File: config.mk
export PLATFORM = sky130hd
export DESIGN_NAME = clipped_alpha_blend_blitter_flat
export DESIGN_NICKNAME = d
export VERILOG_FILES = /design/src/design/cabb_pkg.sv /design/src/design/cabb_req_if.sv /design/src/design/cabb_rsp_if.sv /design/src/design/cabb_walker.sv /design/src/design/cabb_lane.sv /design/src/design/clipped_alpha_blend_blitter.sv /design/src/flat_wrapper.sv
export SDC_FILE = /design/constraint.sdc
export NUM_CORES = 2
export LEC_CHECK = 0
export ABC_CLOCK_PERIOD_IN_PS = 10200
export BUFFER_PORTS_ARGS = -buffer_cell sky130_fd_sc_hd__buf_2
export CORE_MARGIN = 2
export CORE_UTILIZATION = 50
export DETAILED_ROUTE_END_ITERATION = 7
export GPL_TIMING_DRIVEN = 0
export PLACE_DENSITY_LB_ADDON = 0.2
export SLEW_MARGIN = 20
export SYNTH_ARGS = -nofsm -noshare
export SYNTH_HDL_FRONTEND = slang
export SYNTH_SLANG_ARGS = --single-unit
File: constraint.sdc
create_clock -name clock -period 10.2 [get_ports clock]
set_clock_uncertainty 0.15 [all_clocks]
set_input_delay 1.02 -clock clock [delete_from_list [all_inputs] [get_ports clock]]
set_output_delay 1.02 -clock clock [all_outputs]
set_load 0.05 [all_outputs]
File: src/design/cabb_pkg.sv
// Package for the clipped alpha-blend blitter: surface geometry, register
// indexes and the types shared by the walker, the lanes and the top level.
// Depends on nothing.
`default_nettype none

package cabb_pkg;

   // Surface geometry.
   localparam int SRC_COLS            = 1024;
   localparam int SRC_ROWS            = 1024;
   localparam int DST_COLS            = 1024;
   localparam int DST_ROWS            = 1024;
   localparam int SRC_BYTES_PER_PIXEL = 4;
   localparam int DST_BYTES_PER_PIXEL = 4;

   // Channels at or beyond the smaller pixel size pass the destination through.
   localparam int MIN_BYTES_PER_PIXEL =
      (SRC_BYTES_PER_PIXEL < DST_BYTES_PER_PIXEL) ? SRC_BYTES_PER_PIXEL
                                                  : DST_BYTES_PER_PIXEL;

   localparam int NUM_LANES  = 4;
   localparam int CH_WIDTH   = 8;
   localparam int POS_WIDTH  = 11;
   localparam int IDX_WIDTH  = 21;
   localparam int ADDR_WIDTH = 22;
   localparam int CSR_AWIDTH = 5;

   // Register indexes (byte address divided by four).
   localparam logic [2:0] REG_SRC_X        = 3'd0;
   localparam logic [2:0] REG_SRC_Y        = 3'd1;
   localparam logic [2:0] REG_DST_X        = 3'd2;
   localparam logic [2:0] REG_DST_Y        = 3'd3;
   localparam logic [2:0] REG_COPY_WIDTH   = 3'd4;
   localparam logic [2:0] REG_COPY_HEIGHT  = 3'd5;
   localparam logic [2:0] REG_BLEND_ENABLE = 3'd6;
   localparam logic [2:0] REG_ALPHA        = 3'd7;

   typedef logic [CH_WIDTH-1:0] ch_type;

   typedef struct packed {
      logic signed [10:0] src_x;
      logic signed [10:0] src_y;
      logic signed [10:0] dst_x;
      logic signed [10:0] dst_y;
      logic [11:0]        copy_width;
      logic [11:0]        copy_height;
   } cfg_type;

   // Pixel position that the walker hands to the datapath.
   typedef struct packed {
      logic                 valid;
      logic [POS_WIDTH-1:0] sx;
      logic [POS_WIDTH-1:0] sy;
      logic [POS_WIDTH-1:0] dx;
      logic [POS_WIDTH-1:0] dy;
      logic                 last;
   } pos_type;

endpackage

`default_nettype wire

File: src/design/cabb_req_if.sv
// Input channel of the blitter: one word per pixel with the source and
// destination channels and the restart flag. Depends on nothing.
`default_nettype none

interface cabb_req_if;
   logic       valid;
   logic       ready;
   logic       start_req;
   logic [7:0] src_ch0;
   logic [7:0] src_ch1;
   logic [7:0] src_ch2;
   logic [7:0] src_ch3;
   logic [7:0] dst_ch0;
   logic [7:0] dst_ch1;
   logic [7:0] dst_ch2;
   logic [7:0] dst_ch3;

   modport source (
      output valid, start_req, src_ch0, src_ch1, src_ch2, src_ch3,
             dst_ch0, dst_ch1, dst_ch2, dst_ch3,
      input  ready
   );

   modport sink (
      input  valid, start_req, src_ch0, src_ch1, src_ch2, src_ch3,
             dst_ch0, dst_ch1, dst_ch2, dst_ch3,
      output ready
   );
endinterface

`default_nettype wire

File: src/design/cabb_rsp_if.sv
// Result channel of the blitter: channels to write, both byte addresses and
// the end-of-area flag. Depends on nothing.
`default_nettype none

interface cabb_rsp_if;
   logic        valid;
   logic        ready;
   logic [7:0]  out_ch0;
   logic [7:0]  out_ch1;
   logic [7:0]  out_ch2;
   logic [7:0]  out_ch3;
   logic [21:0] src_address;
   logic [21:0] dst_address;
   logic        last;

   modport source (
      output valid, out_ch0, out_ch1, out_ch2, out_ch3,
             src_address, dst_address, last,
      input  ready
   );

   modport sink (
      input  valid, out_ch0, out_ch1, out_ch2, out_ch3,
             src_address, dst_address, last,
      output ready
   );
endinterface

`default_nettype wire

File: src/design/cabb_walker.sv
// Clipping and raster walk of the blitter: works out the clipped area from
// the registers and steps column and row once per accepted word.
// Depends on cabb_pkg.
`default_nettype none

module cabb_walker (
   input  wire logic              clock,
   input  wire logic              reset,
   input  wire cabb_pkg::cfg_type cfg,
   input  wire logic              accept,
   input  wire logic              load,
   input  wire logic              start_req,
   output cabb_pkg::pos_type      pos
);

   typedef struct packed {
      logic [10:0] len;
      logic [10:0] sbeg;
      logic [10:0] dbeg;
   } span_type;

   localparam logic signed [13:0] SRC_W_S = 14'(cabb_pkg::SRC_COLS);
   localparam logic signed [13:0] SRC_H_S = 14'(cabb_pkg::SRC_ROWS);
   localparam logic signed [13:0] DST_W_S = 14'(cabb_pkg::DST_COLS);
   localparam logic signed [13:0] DST_H_S = 14'(cabb_pkg::DST_ROWS);

   // Both spans are clamped at zero and at their surface edge; the clipped
   // length is the shorter of the two.
   function automatic span_type clip_span(
      input logic signed [10:0] s,
      input logic signed [10:0] d,
      input logic [11:0]        n,
      input logic signed [13:0] slim,
      input logic signed [13:0] dlim
   );
      logic signed [13:0] se, de, ne, sl, dl, sr, dr, sn, dn;
      span_type r;
      se = 14'(s);
      de = 14'(d);
      ne = $signed({2'b00, n});
      sl = (se < 0) ? 14'sd0 : se;
      dl = (de < 0) ? 14'sd0 : de;
      sr = (se + ne < slim) ? se + ne : slim;
      dr = (de + ne < dlim) ? de + ne : dlim;
      sn = sr - sl;
      dn = dr - dl;
      r.sbeg = sl[10:0];
      r.dbeg = dl[10:0];
      if (sn <= 0 || dn <= 0) begin
         r.len = 11'd0;
      end else if (sn < dn) begin
         r.len = sn[10:0];
      end else begin
         r.len = dn[10:0];
      end
      return r;
   endfunction

   span_type xs, ys;
   logic [10:0] column_ff, column_in;
   logic [10:0] row_ff, row_in;
   logic        running_ff, running_in;
   logic [10:0] col_c, row_c;
   logic        run_c, in_area, is_last, col_end;
   cabb_pkg::pos_type pos_ff, pos_in;

   always_comb begin
      xs = clip_span(cfg.src_x, cfg.dst_x, cfg.copy_width, SRC_W_S, DST_W_S);
      ys = clip_span(cfg.src_y, cfg.dst_y, cfg.copy_height, SRC_H_S, DST_H_S);

      col_c = start_req ? 11'd0 : column_ff;
      row_c = start_req ? 11'd0 : row_ff;
      run_c = start_req | running_ff;

      in_area = (xs.len != 11'd0) && (ys.len != 11'd0) &&
                (col_c < xs.len) && (row_c < ys.len);
      col_end = ({1'b0, col_c} + 12'd1) == {1'b0, xs.len};
      is_last = col_end && (({1'b0, row_c} + 12'd1) == {1'b0, ys.len});

      column_in  = column_ff;
      row_in     = row_ff;
      running_in = running_ff;
      if (accept) begin
         column_in  = col_c;
         row_in     = row_c;
         running_in = run_c;
         if (run_c && !in_area) begin
            running_in = 1'b0;
         end else if (run_c && is_last) begin
            running_in = 1'b0;
            column_in  = 11'd0;
            row_in     = 11'd0;
         end else if (run_c && col_end) begin
            column_in = 11'd0;
            row_in    = row_c + 11'd1;
         end else if (run_c) begin
            column_in = col_c + 11'd1;
         end
      end

      pos_in.valid = accept && run_c && in_area;
      pos_in.sx    = xs.sbeg + col_c;
      pos_in.sy    = ys.sbeg + row_c;
      pos_in.dx    = xs.dbeg + col_c;
      pos_in.dy    = ys.dbeg + row_c;
      pos_in.last  = is_last;
   end

   always_ff @(posedge clock) begin
      if (reset) begin
         column_ff    <= 11'd0;
         row_ff       <= 11'd0;
         running_ff   <= 1'b0;
         pos_ff.valid <= 1'b0;
      end else begin
         column_ff  <= column_in;
         row_ff     <= row_in;
         running_ff <= running_in;
         if (load) begin
            pos_ff.valid <= pos_in.valid;
         end
      end
      if (load) begin
         pos_ff.sx   <= pos_in.sx;
         pos_ff.sy   <= pos_in.sy;
         pos_ff.dx   <= pos_in.dx;
         pos_ff.dy   <= pos_in.dy;
         pos_ff.last <= pos_in.last;
      end
   end

   assign pos = pos_ff;

endmodule

`default_nettype wire

File: src/design/cabb_lane.sv
// One channel lane of the blitter: plain copy, weighted mix of source over
// destination, or destination pass-through. Depends on cabb_pkg.
`default_nettype none

module cabb_lane (
   input  wire cabb_pkg::ch_type src_ch,
   input  wire cabb_pkg::ch_type dst_ch,
   input  wire logic [7:0]       alpha,
   input  wire logic             blend,
   input  wire logic             pass_dst,
   output cabb_pkg::ch_type      out_ch
);

   logic [8:0]  ws, wd;
   logic [16:0] ps, pd;
   logic [17:0] sum;

   always_comb begin
      ws  = {1'b0, alpha} + 9'd1;
      wd  = 9'd256 - {1'b0, alpha};
      ps  = {9'b0, src_ch} * {8'b0, ws};
      pd  = {9'b0, dst_ch} * {8'b0, wd};
      sum = {1'b0, ps} + {1'b0, pd};
      if (pass_dst) begin
         out_ch = dst_ch;
      end else if (blend) begin
         // The two weights add to 257, so the sum stays below 2^16.
         out_ch = sum[15:8];
      end else begin
         out_ch = src_ch;
      end
   end

endmodule

`default_nettype wire

File: src/design/clipped_alpha_blend_blitter.sv
// Top level of the clipped alpha-blend blitter: register port, raster
// walker, four channel lanes and the stage that merges lanes and addresses.
// Depends on cabb_pkg, cabb_req_if, cabb_rsp_if, cabb_walker and cabb_lane.
//
//   channel   direction  handshake        word
//   req_chan  in         valid / ready    start_req, src_ch0..3, dst_ch0..3
//   rsp_chan  out        valid / ready    out_ch0..3, src/dst_address, last
//   csr_*     in         APB write/read   eight registers at 4*index
//
// One word is accepted per clock unless stalled; it passes the walk, lane mix
// and pixel index, and byte address stages. Each stage holds only while the
// stage after it is full and stalled, so empty stages keep taking words.
// Synchronous reset clears the walk, valid flags and registers; alpha is 255.
`default_nettype none

module clipped_alpha_blend_blitter (
   input  wire logic        clock,
   input  wire logic        reset,
   cabb_req_if.sink         req_chan,
   cabb_rsp_if.source       rsp_chan,
   input  wire logic        csr_psel,
   input  wire logic        csr_penable,
   input  wire logic        csr_pwrite,
   input  wire logic [4:0]  csr_paddr,
   input  wire logic [31:0] csr_pwdata,
   output logic [31:0]      csr_prdata,
   output logic             csr_pready
);

   localparam int NL = cabb_pkg::NUM_LANES;

   // Register port.
   cabb_pkg::cfg_type cfg_ff;
   logic       blend_ff;
   logic [7:0] alpha_ff;
   logic [2:0] csr_index;
   logic       csr_write;

   assign csr_pready = 1'b1;
   assign csr_index  = csr_paddr[4:2];
   assign csr_write  = csr_psel && csr_penable && csr_pwrite;

   always_ff @(posedge clock) begin
      if (reset) begin
         cfg_ff   <= '0;
         blend_ff <= 1'b0;
         alpha_ff <= 8'd255;
      end else if (csr_write) begin
         case (csr_index)
            cabb_pkg::REG_SRC_X:        cfg_ff.src_x       <= csr_pwdata[10:0];
            cabb_pkg::REG_SRC_Y:        cfg_ff.src_y       <= csr_pwdata[10:0];
            cabb_pkg::REG_DST_X:        cfg_ff.dst_x       <= csr_pwdata[10:0];
            cabb_pkg::REG_DST_Y:        cfg_ff.dst_y       <= csr_pwdata[10:0];
            cabb_pkg::REG_COPY_WIDTH:   cfg_ff.copy_width  <= csr_pwdata[11:0];
            cabb_pkg::REG_COPY_HEIGHT:  cfg_ff.copy_height <= csr_pwdata[11:0];
            cabb_pkg::REG_BLEND_ENABLE: blend_ff           <= csr_pwdata[0];
            cabb_pkg::REG_ALPHA:        alpha_ff           <= csr_pwdata[7:0];
            default: ;
         endcase
      end
   end

   always_comb begin
      case (csr_index)
         cabb_pkg::REG_SRC_X:        csr_prdata = {21'b0, cfg_ff.src_x};
         cabb_pkg::REG_SRC_Y:        csr_prdata = {21'b0, cfg_ff.src_y};
         cabb_pkg::REG_DST_X:        csr_prdata = {21'b0, cfg_ff.dst_x};
         cabb_pkg::REG_DST_Y:        csr_prdata = {21'b0, cfg_ff.dst_y};
         cabb_pkg::REG_COPY_WIDTH:   csr_prdata = {20'b0, cfg_ff.copy_width};
         cabb_pkg::REG_COPY_HEIGHT:  csr_prdata = {20'b0, cfg_ff.copy_height};
         cabb_pkg::REG_BLEND_ENABLE: csr_prdata = {31'b0, blend_ff};
         cabb_pkg::REG_ALPHA:        csr_prdata = {24'b0, alpha_ff};
         default:                    csr_prdata = 32'b0;
      endcase
   end

   // Stage enables: a stage loads when it is empty or its successor loads.
   logic en1, en2, en3, accept;
   logic v2_ff, v3_ff;
   cabb_pkg::pos_type pos1;

   assign en3    = !v3_ff || rsp_chan.ready;
   assign en2    = !v2_ff || en3;
   assign en1    = !pos1.valid || en2;
   assign accept = req_chan.valid && en1;
   assign req_chan.ready = en1;

   // Stage 1: walk, with the channels held alongside.
   cabb_pkg::ch_type src1_ff [NL];
   cabb_pkg::ch_type dst1_ff [NL];
   cabb_pkg::ch_type src_in  [NL];
   cabb_pkg::ch_type dst_in  [NL];

   assign src_in[0] = req_chan.src_ch0;
   assign src_in[1] = req_chan.src_ch1;
   assign src_in[2] = req_chan.src_ch2;
   assign src_in[3] = req_chan.src_ch3;
   assign dst_in[0] = req_chan.dst_ch0;
   assign dst_in[1] = req_chan.dst_ch1;
   assign dst_in[2] = req_chan.dst_ch2;
   assign dst_in[3] = req_chan.dst_ch3;

   cabb_walker u_walker (
      .clock     (clock),
      .reset     (reset),
      .cfg       (cfg_ff),
      .accept    (accept),
      .load      (en1),
      .start_req (req_chan.start_req),
      .pos       (pos1)
   );

   always_ff @(posedge clock) begin
      if (en1) begin
         src1_ff <= src_in;
         dst1_ff <= dst_in;
      end
   end

   // Stage 2: lanes and pixel indexes.
   cabb_pkg::ch_type lane_out [NL];
   cabb_pkg::ch_type out2_ff  [NL];
   logic [cabb_pkg::IDX_WIDTH-1:0] src_idx2_ff, src_idx_in;
   logic [cabb_pkg::IDX_WIDTH-1:0] dst_idx2_ff, dst_idx_in;
   logic last2_ff;

   for (genvar i = 0; i < NL; i++) begin : g_lane
      cabb_lane u_lane (
         .src_ch   (src1_ff[i]),
         .dst_ch   (dst1_ff[i]),
         .alpha    (alpha_ff),
         .blend    (blend_ff),
         .pass_dst (i >= cabb_pkg::MIN_BYTES_PER_PIXEL),
         .out_ch   (lane_out[i])
      );
   end

   assign src_idx_in = cabb_pkg::IDX_WIDTH'(32'(pos1.sy) * cabb_pkg::SRC_COLS
                                            + 32'(pos1.sx));
   assign dst_idx_in = cabb_pkg::IDX_WIDTH'(32'(pos1.dy) * cabb_pkg::DST_COLS
                                            + 32'(pos1.dx));

   always_ff @(posedge clock) begin
      if (reset) begin
         v2_ff <= 1'b0;
      end else if (en2) begin
         v2_ff <= pos1.valid;
      end
      if (en2) begin
         out2_ff     <= lane_out;
         src_idx2_ff <= src_idx_in;
         dst_idx2_ff <= dst_idx_in;
         last2_ff    <= pos1.last;
      end
   end

   // Stage 3: byte addresses merged with the lane results.
   cabb_pkg::ch_type out3_ff [NL];
   logic [cabb_pkg::ADDR_WIDTH-1:0] src_addr3_ff, src_addr_in;
   logic [cabb_pkg::ADDR_WIDTH-1:0] dst_addr3_ff, dst_addr_in;
   logic last3_ff;

   assign src_addr_in = cabb_pkg::ADDR_WIDTH'(32'(src_idx2_ff)
                                              * cabb_pkg::SRC_BYTES_PER_PIXEL);
   assign dst_addr_in = cabb_pkg::ADDR_WIDTH'(32'(dst_idx2_ff)
                                              * cabb_pkg::DST_BYTES_PER_PIXEL);

   always_ff @(posedge clock) begin
      if (reset) begin
         v3_ff <= 1'b0;
      end else if (en3) begin
         v3_ff <= v2_ff;
      end
      if (en3) begin
         out3_ff      <= out2_ff;
         src_addr3_ff <= src_addr_in;
         dst_addr3_ff <= dst_addr_in;
         last3_ff     <= last2_ff;
      end
   end

   assign rsp_chan.valid       = v3_ff;
   assign rsp_chan.out_ch0     = out3_ff[0];
   assign rsp_chan.out_ch1     = out3_ff[1];
   assign rsp_chan.out_ch2     = out3_ff[2];
   assign rsp_chan.out_ch3     = out3_ff[3];
   assign rsp_chan.src_address = src_addr3_ff;
   assign rsp_chan.dst_address = dst_addr3_ff;
   assign rsp_chan.last        = last3_ff;

endmodule

`default_nettype wire

File: src/flat_wrapper.sv
// flat-port wrapper written by rule: the top's interface ports become plain ports
module clipped_alpha_blend_blitter_flat 
  (clock, reset, csr_psel, csr_penable, csr_pwrite, csr_paddr, csr_pwdata, csr_prdata, csr_pready, req_chan_valid, req_chan_start_req, req_chan_src_ch0, req_chan_src_ch1, req_chan_src_ch2, req_chan_src_ch3, req_chan_dst_ch0, req_chan_dst_ch1, req_chan_dst_ch2, req_chan_dst_ch3, req_chan_ready, rsp_chan_valid, rsp_chan_out_ch0, rsp_chan_out_ch1, rsp_chan_out_ch2, rsp_chan_out_ch3, rsp_chan_src_address, rsp_chan_dst_address, rsp_chan_last, rsp_chan_ready);
  cabb_req_if req_chan_i ();
  cabb_rsp_if rsp_chan_i ();
  input  wire logic clock;
  input  wire logic reset;
  input  wire logic csr_psel;
  input  wire logic csr_penable;
  input  wire logic csr_pwrite;
  input  wire logic [4:0] csr_paddr;
  input  wire logic [31:0] csr_pwdata;
  output logic [31:0] csr_prdata;
  output logic csr_pready;
  input wire logic [$bits(req_chan_i.valid)-1:0] req_chan_valid;
  input wire logic [$bits(req_chan_i.start_req)-1:0] req_chan_start_req;
  input wire logic [$bits(req_chan_i.src_ch0)-1:0] req_chan_src_ch0;
  input wire logic [$bits(req_chan_i.src_ch1)-1:0] req_chan_src_ch1;
  input wire logic [$bits(req_chan_i.src_ch2)-1:0] req_chan_src_ch2;
  input wire logic [$bits(req_chan_i.src_ch3)-1:0] req_chan_src_ch3;
  input wire logic [$bits(req_chan_i.dst_ch0)-1:0] req_chan_dst_ch0;
  input wire logic [$bits(req_chan_i.dst_ch1)-1:0] req_chan_dst_ch1;
  input wire logic [$bits(req_chan_i.dst_ch2)-1:0] req_chan_dst_ch2;
  input wire logic [$bits(req_chan_i.dst_ch3)-1:0] req_chan_dst_ch3;
  output wire logic [$bits(req_chan_i.ready)-1:0] req_chan_ready;
  output wire logic [$bits(rsp_chan_i.valid)-1:0] rsp_chan_valid;
  output wire logic [$bits(rsp_chan_i.out_ch0)-1:0] rsp_chan_out_ch0;
  output wire logic [$bits(rsp_chan_i.out_ch1)-1:0] rsp_chan_out_ch1;
  output wire logic [$bits(rsp_chan_i.out_ch2)-1:0] rsp_chan_out_ch2;
  output wire logic [$bits(rsp_chan_i.out_ch3)-1:0] rsp_chan_out_ch3;
  output wire logic [$bits(rsp_chan_i.src_address)-1:0] rsp_chan_src_address;
  output wire logic [$bits(rsp_chan_i.dst_address)-1:0] rsp_chan_dst_address;
  output wire logic [$bits(rsp_chan_i.last)-1:0] rsp_chan_last;
  input wire logic [$bits(rsp_chan_i.ready)-1:0] rsp_chan_ready;
  assign req_chan_i.valid = req_chan_valid;
  assign req_chan_i.start_req = req_chan_start_req;
  assign req_chan_i.src_ch0 = req_chan_src_ch0;
  assign req_chan_i.src_ch1 = req_chan_src_ch1;
  assign req_chan_i.src_ch2 = req_chan_src_ch2;
  assign req_chan_i.src_ch3 = req_chan_src_ch3;
  assign req_chan_i.dst_ch0 = req_chan_dst_ch0;
  assign req_chan_i.dst_ch1 = req_chan_dst_ch1;
  assign req_chan_i.dst_ch2 = req_chan_dst_ch2;
  assign req_chan_i.dst_ch3 = req_chan_dst_ch3;
  assign req_chan_ready = req_chan_i.ready;
  assign rsp_chan_valid = rsp_chan_i.valid;
  assign rsp_chan_out_ch0 = rsp_chan_i.out_ch0;
  assign rsp_chan_out_ch1 = rsp_chan_i.out_ch1;
  assign rsp_chan_out_ch2 = rsp_chan_i.out_ch2;
  assign rsp_chan_out_ch3 = rsp_chan_i.out_ch3;
  assign rsp_chan_src_address = rsp_chan_i.src_address;
  assign rsp_chan_dst_address = rsp_chan_i.dst_address;
  assign rsp_chan_last = rsp_chan_i.last;
  assign rsp_chan_i.ready = rsp_chan_ready;
  clipped_alpha_blend_blitter u_core (.clock(clock), .reset(reset), .req_chan(req_chan_i), .rsp_chan(rsp_chan_i), .csr_psel(csr_psel), .csr_penable(csr_penable), .csr_pwrite(csr_pwrite), .csr_paddr(csr_paddr), .csr_pwdata(csr_pwdata), .csr_prdata(csr_prdata), .csr_pready(csr_pready));
endmodule
==> metrics.txt <==
Final Hold Viols 0; slowest cell on the critical path dfxtp_4; Power Dens Cells 105 mW/mm²; Worst setup SP type flop; Post-synth top flop edfxtp_1; status finished clean; total negative slack 0 ps; R2R Setup Slk 370 ps; commonest non-fill, non-tap cell in the layout inv_1; Vias 30924; gp weighted congestion 0.946; Clock transition at path regs 70 ps; Yosys cell types 106; GRT overflow 0; DRT antenna net count 0; Post-DP HPWL 88.6 mm; synth warn 0; Worst R2R Start u_core.cfg_ff[0]; pin count of the biggest net entering global routing 51; Worst path depth 53; Final Max Slew Viols 0; Post-synth EDFFs 253; Worst path most repeated cell buf_4; Worst EP arrival 10160 ps; biggest area consumer among synthesized cells fa_1; R2R depth 53; Least-Margin Pin Slew 1180 ps; fin crit share 96.4%; vias in the first global route 31227; per-cell routed wire length 20.1 µm; initial core utilization 50.3%; post-synth top area share 21.6%; Nets 5482; Fmax achieved 0.102 GHz; Slew Limit Headroom 21.5%; total routed wirelength 113 mm; layout cells sized above 1 10.4%; dpl cells 5497; Ports 221; Req. time, crit path 10530 ps; Max Cap Viol 0; critical path class reg2reg; chip width 288 µm; DR pass1 iterations 7; first-pass GRT wire length 176 mm; crit-path max FO 10; ranking of synthesized cells by area fa_1, edfxtp_1, ha_1; most frequent cells in the layout inv_1, nand2_1, fa_1; P_leak 20.8 nW; sequential area share after synthesis 23.9%; CTS tree done; Synth Area per Inst 9.52 µm²; GRT Overall Usage 27.6%; Worst path max stage delay 380 ps; final std cells w/o fill 5617; #FFs+latches synth 356; Iter 0 DRT Violations 2246; Area Growth Syn to Fin 11.3%; Synth async-reset ratio 0%; crit path from u_core.cfg_ff[0]; later-pin clock latency in the skew report 610 ps; clock period minus worst slack 9830 ps; initial antenna violation count 7; Critical Path Sink u_core.u_walker.row_ff[5]; Max Root-Sink Buffers 3; sum of buffers and inverters on the critical path 17; core box area 0.0803 mm²; Place WS -1040 ps; Die ar. 0.0830 mm²; vias per cell 5.51; DRC violations left 0; Post-DP Area 0.0428 mm²; clock sinks 356; Mapped Area 0.0404 mm²; die height 288 µm; VDD IR max 0.124 mV; Hold Buf Count CTS 0; CTS Buf Count 44; Syn Inst Count 4242; design area 0.0449 mm²; CP endpoint kind flop; placement row count 104; fin worst setup slack 369 ps; CTS H-Tree Depth 2; HP Class reg2reg; total power 0.00473 W; CP top delay family compound AO/OA/AOI/OAI gates; final count of negative-setup-slack endpoints 0; CTS Root Buffer Type clkbuf_16; PortBufs 168; r2r endpoint u_core.u_walker.row_ff[5]
[worst min-delay path by stage]
stage	from	to	slack, ps	cells past startpoint
6_report	u_core.u_walker.pos[36]	u_core.src_idx2_ff[2]	270	0
5_1_grt	u_core.u_walker.pos[36]	u_core.src_idx2_ff[2]	270	0
4_1_cts	u_core.u_walker.pos[36]	u_core.src_idx2_ff[2]	270	0
3_5_place_dp	u_core.u_walker.pos[17]	u_core.dst_idx2_ff[5]	250	0
3_3_place_gp	u_core.u_walker.pos[42]	u_core.src_idx2_ff[8]	250	0
2_1_floorplan	u_core.u_walker.pos[12]	u_core.dst_idx2_ff[0]	250	0
[flip-flops by register name, indices dropped and copies added, names as in the netlist, 8 cells and up]
name                         count
u_core.alpha_ff                  8
u_core.cfg_ff                   68
u_core.dst1_ff                  32
u_core.dst_idx2_ff              20
u_core.out2_ff                  32
u_core.rsp_chan.dst_address     20
u_core.rsp_chan.out_ch0          8
u_core.rsp_chan.out_ch1          8
u_core.rsp_chan.out_ch2          8
u_core.rsp_chan.out_ch3          8
u_core.rsp_chan.src_address     20
u_core.src1_ff                  32
u_core.src_idx2_ff              20
u_core.u_walker.column_ff       11
u_core.u_walker.pos             44
u_core.u_walker.row_ff          11
[per-stage QoR]
| step | hold slack, ps | utilization, % |
|---|---|---|
| floorplan | 250 | - |
| global placement | 253 | 53.1 |
| detailed placement | 255 | 53.3 |
| CTS | 265 | 55.3 |
| global route | 268 | 56.0 |
| finish | 266 | 56.0 |
[routing by layer]
| metal | share of wire (%) | vias up | global-route usage (%) |
|---|---|---|---|
| met5 | 0.036 | - | 0 |
| met4 | 4.6 | 6 | 11.4 |
| met3 | 5.7 | 233 | 3.19 |
| met2 | 47 | 933 | 46.3 |
| met1 | 42 | 15302 | 36.3 |
| li1 | - | 14450 | - |
[repair_timing]
item / CTS / global route
gates cloned: 0 / 1
setup buffers: 12 / 26
pin swaps: 3 / 30
endpoints found under the setup margin: 24 / 24
gates resized for setup: 26 / 75
[kinds of logic (layout without fill, tap and decap cells)]
kind of cell,Yosys count,after routing,synth area share (%)
multiplexers,116,116,3.03
other,2,28,0.0186
flip-flops,356,356,23.9
buffers and inverters,861,1150,8.34
adder cells (fa/ha/maj),855,855,34.6
XOR/XNOR,218,218,4.79
AO/OA/AOI/OAI,589,589,10.2
AND/OR/NAND/NOR,1245,1245,15.1
[power by group]
group,internal [W],switching (W)
clock,0.000875,0.000669
combinational,0.000642,0.000937
sequential,0.00158,0.0000303
[final cells by class]
type | instances | area (µm²)
tap | 1060 | 1330
fill | 7286 | 35400
antenna | 3 | 7.51
buffer | 191 | 880
inverter | 666 | 2500
clock inverter | 24 | 243
sequential | 356 | 9670
multi-input combinational | 3048 | 27900
clock buffer | 57 | 1170
timing repair buffer | 212 | 1270
[synthesized netlist by cell type, drive strengths merged, types with 6 or more instances]
library cell and instances:
inv 664, nand2 475, fa 436, ha 418, and2 278, edfxtp 253, nor2 184, a21oi 168
xnor2 160, clkbuf 132, dfxtp 103, o21ai 92, mux2i 87, buf 63, nand3 63, xor2 58
a21o 48, nor3 46, nor2b 43, o21a 39, nand2b 38, and3 31, mux2 28, o211ai 28
a211oi 26, o21bai 23, nand4 22, a31oi 20, a22oi 14, or3 13, o32ai 12, a2111oi 11
nor4 11, o31ai 10, o221ai 9, or2 9, a211o 8, a21boi 7, and4 7, o22a 7
a31o 6, nand3b 6, o2111ai 6, o22ai 6
[worst reg2reg max path, delay by kind of cell, from the launching register on]
| family | cells | cell delay [ps] |
|---|---|---|
| compound gates | 20 | 3440 |
| buf+inv | 17 | 2250 |
| fa+ha+maj | 6 | 1760 |
| simple gates | 8 | 1260 |
| flops | 1 | 380 |
| mux | 1 | 270 |
| xor+xnor | 1 | 200 |
(Power assumes the default switching activity.)
